File: config.mk
export PLATFORM = sky130hd
export DESIGN_NAME = uvs_ctrl
export DESIGN_NICKNAME = d
export VERILOG_FILES = /design/src/hdl/uvs_pkg.sv /design/src/hdl/uvs_ctrl.sv
export SDC_FILE = /design/constraint.sdc
export NUM_CORES = 1
export LEC_CHECK = 0
export BUFFER_PORTS_ARGS = -buffer_cell sky130_fd_sc_hd__buf_2
export CAP_MARGIN = 20
export CORE_UTILIZATION = 45
export DETAILED_ROUTE_END_ITERATION = 10
export HOLD_SLACK_MARGIN = 0.03
export PLACE_DENSITY = 0.71
export SLEW_MARGIN = 0
export SYNTH_ARGS = -nofsm -noshare
export SYNTH_HDL_FRONTEND = slang
export SYNTH_SLANG_ARGS = --single-unit
File: constraint.sdc
create_clock -name clk -period 1.9 [get_ports clk]
set_clock_uncertainty 0.15 [all_clocks]
set_input_delay 0.095 -clock clk [delete_from_list [all_inputs] [get_ports clk]]
set_output_delay 0.095 -clock clk [all_outputs]
set_load 0.01 [all_outputs]
File: src/hdl/uvs_pkg.sv
// uvs_pkg: shared constants, command/status types and the CORDIC arctangent table
// for the UV-sphere wireframe generator. No dependencies.
`timescale 1ns / 1ps

package uvs_pkg;

	// mesh limits and output format
	localparam int MAX_SECTORS     = 256;
	localparam int MAX_STACKS      = 256;
	localparam int MIN_SECTORS     = 3;
	localparam int MIN_STACKS      = 2;
	localparam int COORD_FRAC_BITS = 14;

	// field and register widths
	localparam int CNT_W   = 9;                          // count registers
	localparam int SEC_W   = $clog2(MAX_SECTORS);        // sector position, j < S
	localparam int STK_W   = $clog2(MAX_STACKS + 1);     // stack position, i <= T
	localparam int DEN_W   = CNT_W + 1;                  // divider, holds 2*T
	localparam int VTX_W   = 17;
	localparam int COORD_W = 16;

	// phase and CORDIC arithmetic
	localparam int PHASE_W      = 32;                    // turn fraction, 2^32 = full turn
	localparam int Q_FRAC       = PHASE_W - 2;           // Q30 sin/cos
	localparam int Q30_W        = Q_FRAC + 2;            // signed mapped sin/cos
	localparam int CW           = Q_FRAC + 4;            // CORDIC x/y/z registers
	localparam int CORDIC_ITERS = 24;
	localparam int ITER_W       = $clog2(CORDIC_ITERS);
	localparam int DIV_STEPS    = PHASE_W / 2;           // two quotient bits per step
	localparam int PROD_W       = 2 * Q30_W;

	localparam logic signed [CW-1:0] CORDIC_GAIN = CW'(652032874);
	localparam logic signed [CW-1:0] CORDIC_ONE  = CW'(1) <<< Q_FRAC;
	localparam logic [PHASE_W-1:0]   QUARTER     = PHASE_W'(1) << (PHASE_W - 2);

	// rounding of Q60 products and the Q30 z term to the output format
	localparam int XY_SH = 2 * Q_FRAC - COORD_FRAC_BITS;
	localparam int Z_SH  = Q_FRAC - COORD_FRAC_BITS;
	localparam logic signed [PROD_W-1:0] HALF_XY = PROD_W'(1) <<< (XY_SH - 1);
	localparam logic signed [PROD_W-1:0] HALF_Z  = PROD_W'(1) <<< (Z_SH - 1);
	localparam logic signed [PROD_W-1:0] SAT_HI  = (PROD_W'(1) <<< (COORD_W - 1)) - PROD_W'(1);
	localparam logic signed [PROD_W-1:0] SAT_LO  = -(PROD_W'(1) <<< (COORD_W - 1));

	// configuration register map
	localparam int CFG_IDX_W = 1;
	localparam logic [CFG_IDX_W-1:0] CFG_SECTORS = 1'b0;
	localparam logic [CFG_IDX_W-1:0] CFG_STACKS  = 1'b1;
	localparam logic [CNT_W-1:0] SECTORS_RST = CNT_W'(32);
	localparam logic [CNT_W-1:0] STACKS_RST  = CNT_W'(16);

	// controller to datapath
	typedef struct packed {
		logic              accept;
		logic              prep;
		logic              div_step;
		logic              rot_init;
		logic              rot_step;
		logic              map;
		logic              mul;
		logic              load;
		logic [ITER_W-1:0] iter;
	} cmd_t;

	// datapath to controller
	typedef struct packed {
		logic out_free;
	} sts_t;

	// atan(2^-k) in turn units (2^32 per turn)
	function automatic logic [Q_FRAC-1:0] turn_atan(input logic [ITER_W-1:0] k);
		logic [Q_FRAC-1:0] a;
		case (k)
			5'd0:    a = Q_FRAC'(536870912);
			5'd1:    a = Q_FRAC'(316933406);
			5'd2:    a = Q_FRAC'(167458907);
			5'd3:    a = Q_FRAC'(85004756);
			5'd4:    a = Q_FRAC'(42667331);
			5'd5:    a = Q_FRAC'(21354465);
			5'd6:    a = Q_FRAC'(10679838);
			5'd7:    a = Q_FRAC'(5340245);
			5'd8:    a = Q_FRAC'(2670163);
			5'd9:    a = Q_FRAC'(1335087);
			5'd10:   a = Q_FRAC'(667544);
			5'd11:   a = Q_FRAC'(333772);
			5'd12:   a = Q_FRAC'(166886);
			5'd13:   a = Q_FRAC'(83443);
			5'd14:   a = Q_FRAC'(41722);
			5'd15:   a = Q_FRAC'(20861);
			5'd16:   a = Q_FRAC'(10430);
			5'd17:   a = Q_FRAC'(5215);
			5'd18:   a = Q_FRAC'(2608);
			5'd19:   a = Q_FRAC'(1304);
			5'd20:   a = Q_FRAC'(652);
			5'd21:   a = Q_FRAC'(326);
			5'd22:   a = Q_FRAC'(163);
			5'd23:   a = Q_FRAC'(81);
			default: a = '0;
		endcase
		return a;
	endfunction

endpackage

File: src/hdl/uvs_ctrl.sv
// uvs_ctrl: sequencing state machine and step counter for one vertex at a time.
// Drives uvs_pkg::cmd_t to the datapath. Depends on uvs_pkg.
`timescale 1ns / 1ps

module uvs_ctrl (
	input  logic          clk,
	input  logic          arst_n,
	input  logic          in_valid,
	output logic          in_stall,
	input  uvs_pkg::sts_t sts,
	output uvs_pkg::cmd_t cmd
);

	localparam int ITER_W = uvs_pkg::ITER_W;

	typedef enum logic [7:0] {
		ST_IDLE = 8'b0000_0001,
		ST_PREP = 8'b0000_0010,
		ST_DIV  = 8'b0000_0100,
		ST_ROTI = 8'b0000_1000,
		ST_ROT  = 8'b0001_0000,
		ST_MAP  = 8'b0010_0000,
		ST_MUL  = 8'b0100_0000,
		ST_LOAD = 8'b1000_0000
	} state_t;

	state_t            state_q, state_d;
	logic [ITER_W-1:0] cnt_q, cnt_d;

	always_ff @(posedge clk or negedge arst_n) begin
		if (!arst_n) begin
			state_q <= ST_IDLE;
			cnt_q   <= '0;
		end else begin
			state_q <= state_d;
			cnt_q   <= cnt_d;
		end
	end

	always_comb begin
		state_d = state_q;
		cnt_d   = cnt_q;
		cmd     = '0;
		cmd.iter = cnt_q;
		case (state_q)
			ST_IDLE: begin
				if (in_valid) begin
					cmd.accept = 1'b1;
					state_d    = ST_PREP;
				end
			end
			ST_PREP: begin
				cmd.prep = 1'b1;
				cnt_d    = '0;
				state_d  = ST_DIV;
			end
			ST_DIV: begin
				cmd.div_step = 1'b1;
				if (cnt_q == ITER_W'(uvs_pkg::DIV_STEPS - 1)) begin
					cnt_d   = '0;
					state_d = ST_ROTI;
				end else begin
					cnt_d = cnt_q + ITER_W'(1);
				end
			end
			ST_ROTI: begin
				cmd.rot_init = 1'b1;
				cnt_d        = '0;
				state_d      = ST_ROT;
			end
			ST_ROT: begin
				cmd.rot_step = 1'b1;
				if (cnt_q == ITER_W'(uvs_pkg::CORDIC_ITERS - 1)) begin
					cnt_d   = '0;
					state_d = ST_MAP;
				end else begin
					cnt_d = cnt_q + ITER_W'(1);
				end
			end
			ST_MAP: begin
				cmd.map = 1'b1;
				state_d = ST_MUL;
			end
			ST_MUL: begin
				cmd.mul = 1'b1;
				state_d = ST_LOAD;
			end
			ST_LOAD: begin
				// wait until the output register is empty or draining
				if (sts.out_free) begin
					cmd.load = 1'b1;
					state_d  = ST_IDLE;
				end
			end
			default: begin
				state_d = ST_IDLE;
				cnt_d   = '0;
			end
		endcase
	end

	assign in_stall = (state_q != ST_IDLE);

endmodule

==> flow_summary_export.csv <==
group,metric,value,unit
outcome,status,"complete, but fails checks",
outcome,violations,"negative setup slack",
timing,finalSetupViolCount,4,
timing,hold_violations,0,
synth,synth_area,886,sq um
final_layout,fill_cells,131,
route,vias,846,
pwr,power.density,1190,mW/mm^2
timing,max_freq,506,MHz
timing,slew_headroom,74.9,%
final_layout,num_antenna_cells,0,
clock_network,cts_tree,"built",
timing,drv_slew,0,
synth,avgSynthCellArea,9.42,sq um
global_routing,grt_overflow_total,0,
synth,synth_cell_types,38,
timing,worst_pin_slew,372,ps
timing,rsz0062_at_grt,"yes",
clock_network,htreeDepth,1,
synth,ys_async_sr_fraction,100,%
final_layout,final_area,0.00126,sq mm
floorplan,start_util,49.7,%
final_layout,fin_nets,140,
run,maxCapViolations,0,
route,drc_errors,0,
synth,ys_ff_latch,13,
route,via_per_inst,5.39,
global_routing,grt_max_degree,14,
synth,syn_inst,94,
worst_hold_path,min_path_type,"input port to asynchronous set/reset pin",
place,gp_congestion,0.787,
global_routing,grt_pass1_vias,790,
floorplan,core,0.00178,sq mm
route,wl,2230,um
clock_network,clockRootBuffer,"clkbuf_4",
clock_network,clkSinkCount,13,
route,drt_iter0_drc,8,
clock_network,clk_latency,290,ps
route,dr.pass1.iters,4,
synth,seq_area_frac_synth,36.9,%
route,avgRoutedWirePerCell,14.2,um
synth,synth-edff-count,0,
global_routing,grt_first_pass_wirelength,3390,um
route,postRouteAntennaNets,0,
synth,synth_warnings,0,
clock_network,cts_buffer_depth,2,
final_layout,multi_input_area,599,sq um
floorplan,num_rows,15,
place,place_area,0.00107,sq mm
critical_path,arrival,1730,ps
floorplan,die_area,0.00215,sq mm
pwr,peakVddDrop,0.000981,V
clock_network,clk_pin_slew_worst_paths,80,ps
global_routing,antenna_found_initial,0,
floorplan,num_io_pins,18,
timing,hold_ws,78.8,ps
place,hpwl,1540,um
timing,post-route-min-period,1980,ps
synth,ys.flop_type,"dfrtp_1",
final_layout,drive_gt1_share,50.8,%
place,port_buffers,17,
critical_path,critPathMaxFanout,5,
floorplan,die_y,46.4,um
global_routing,grt.total_usage,22.8,%
critical_path,crit_type,"flop to output port",
synth,syn_nets,101,
critical_path,end_kind,"output port",
floorplan,die_w,46.4,um
pwr,p_leak,0.000583,uW
critical_path,cp-start-kind,"flop",
final_layout,seq_area,330,sq um
critical_path,worstPathRequired,1650,ps
timing,min_period_over_period,104,%
final_layout,area_growth,42.2,%
timing,setup_slack,-77.7,ps
clock_network,cts_made_buffers,3,
synth_stat cells (2+ instances only):
library cell  count  area [sq um]
nor3_1            6          30.0
inv_1             6          22.5
nor2_2            2          12.5
dfrtp_1          12           300
nor2_1            9          33.8
nand2_1           4          15.0
nand3_1           3          15.0
or4b_2            2          20.0
nor4_1            4          25.0
nor4b_1           2          17.5
and2_1            2          12.5
nand2b_1          4          25.0
a21oi_1           2          10.0
or4_4             2          22.5
ha_1              3          37.5
or2_2             2          12.5
o22ai_1           2          12.5
nand4b_1          2          17.5
buf_2             2          10.0
xnor2_1           3          26.3
o21ai_0           3          15.0
layer usage:
layer | global-route usage (%) | up-vias | routed length [um]
li1 | - | 419 | -
met1 | 28.9 | 407 | 1050
met2 | 36.9 | 15 | 1070
met3 | 6.67 | 5 | 66
met4 | 7.06 | 0 | 38
met5 | 0 | - | 0
timing repair:
item	4_1_cts	5_1_grt
buffers inserted	4	1
hold buffers	3	0
setup endpoints to repair	13	16
pin swaps	1	8
endpoints found under the hold margin	17	0
gates resized for setup	9	11
through the flow:
step	power [uW]	util [%]	TNS [ps]	cells	setup slack, ps
CTS	1450	67.2	-21.4	156	-20.7
floorplan	943	-	0	94	31.0
detailed placement	1190	60.2	-14.8	145	-13.6
finish	1500	70.7	-121	157	-77.7
global route	1600	70.7	-653	157	-104
global placement	1180	60.2	0	145	3.38
cells in the final DEF (no fill, tap or decap), drive strengths merged:
cell type and n:
dfrtp 12, nand2b 4, or4 3, xnor2 3, o2bb2ai 1, and3 1, o21bai 1, nand3 3
o221ai 1, and2 2, and4b 1, nand3b 1, a21oi 2, nand2 4, ha 3, o22ai 2
nor4 6, o21ai 3, nor2 11, nand4b 2, dfstp 1, dlygate4sd3 3, or2 2, a31o 1
a22oi 1, nor4b 2, nor3 6, o311ai 1, inv 6, nor3b 1, buf 35, or3b 1
clkbuf 4, or4b 2
where the power goes:
part / switching (uW) / internal, uW
registers: 88.6 / 342
clock network: 97.8 / 81.7
logic: 461 / 431
total: 647 / 855
path summary, 6_finish.rpt:
check,startpoint,slack (ps),end,depth (start not counted)
max in group asynchronous,arst_n,1230,state_q[0],2
min reg2reg,state_q[4],410,state_q[6],1
max,state_q[7],-80,cmd[7],3
max reg2reg,state_q[7],-20,cnt_q[1],4
min in group clk,in_valid,380,state_q[0],3
min,arst_n,80,state_q[6],2
registers in the layout (all words and copies together) (netlist names):
| register | cells |
|---|---|
| cnt_q | 5 |
| state_q | 8 |
cells by family (layout without fill, tap and decap cells):
kind of cell / Yosys count / after routing / share of synthesized area [%]
AOI/OAI and AO/OA: 13 / 13 / 10.6
xor gates and xnor gates: 3 / 3 / 2.97
adders and majority gates: 3 / 3 / 4.24
buffers and inverters: 10 / 48 / 5.51
DFF: 13 / 13 / 36.9
and+or+nand+nor: 52 / 52 / 39.8
final cells by class:
cell class                      count  area share [%]
Tap cell                           25            2.48
Multi-Input combinational cell     71            47.6
Sequential cell                    13            26.2
Clock buffer                        4            2.09
Timing Repair Buffer               38            19.9
Inverter                            6            1.79
critical path, stage by stage (launching register included):
cell	delay [ps]
dfrtp_2	470
or4_4	610
nor3_4	210
buf_2	160
Power figures use the tool's default switching activity.
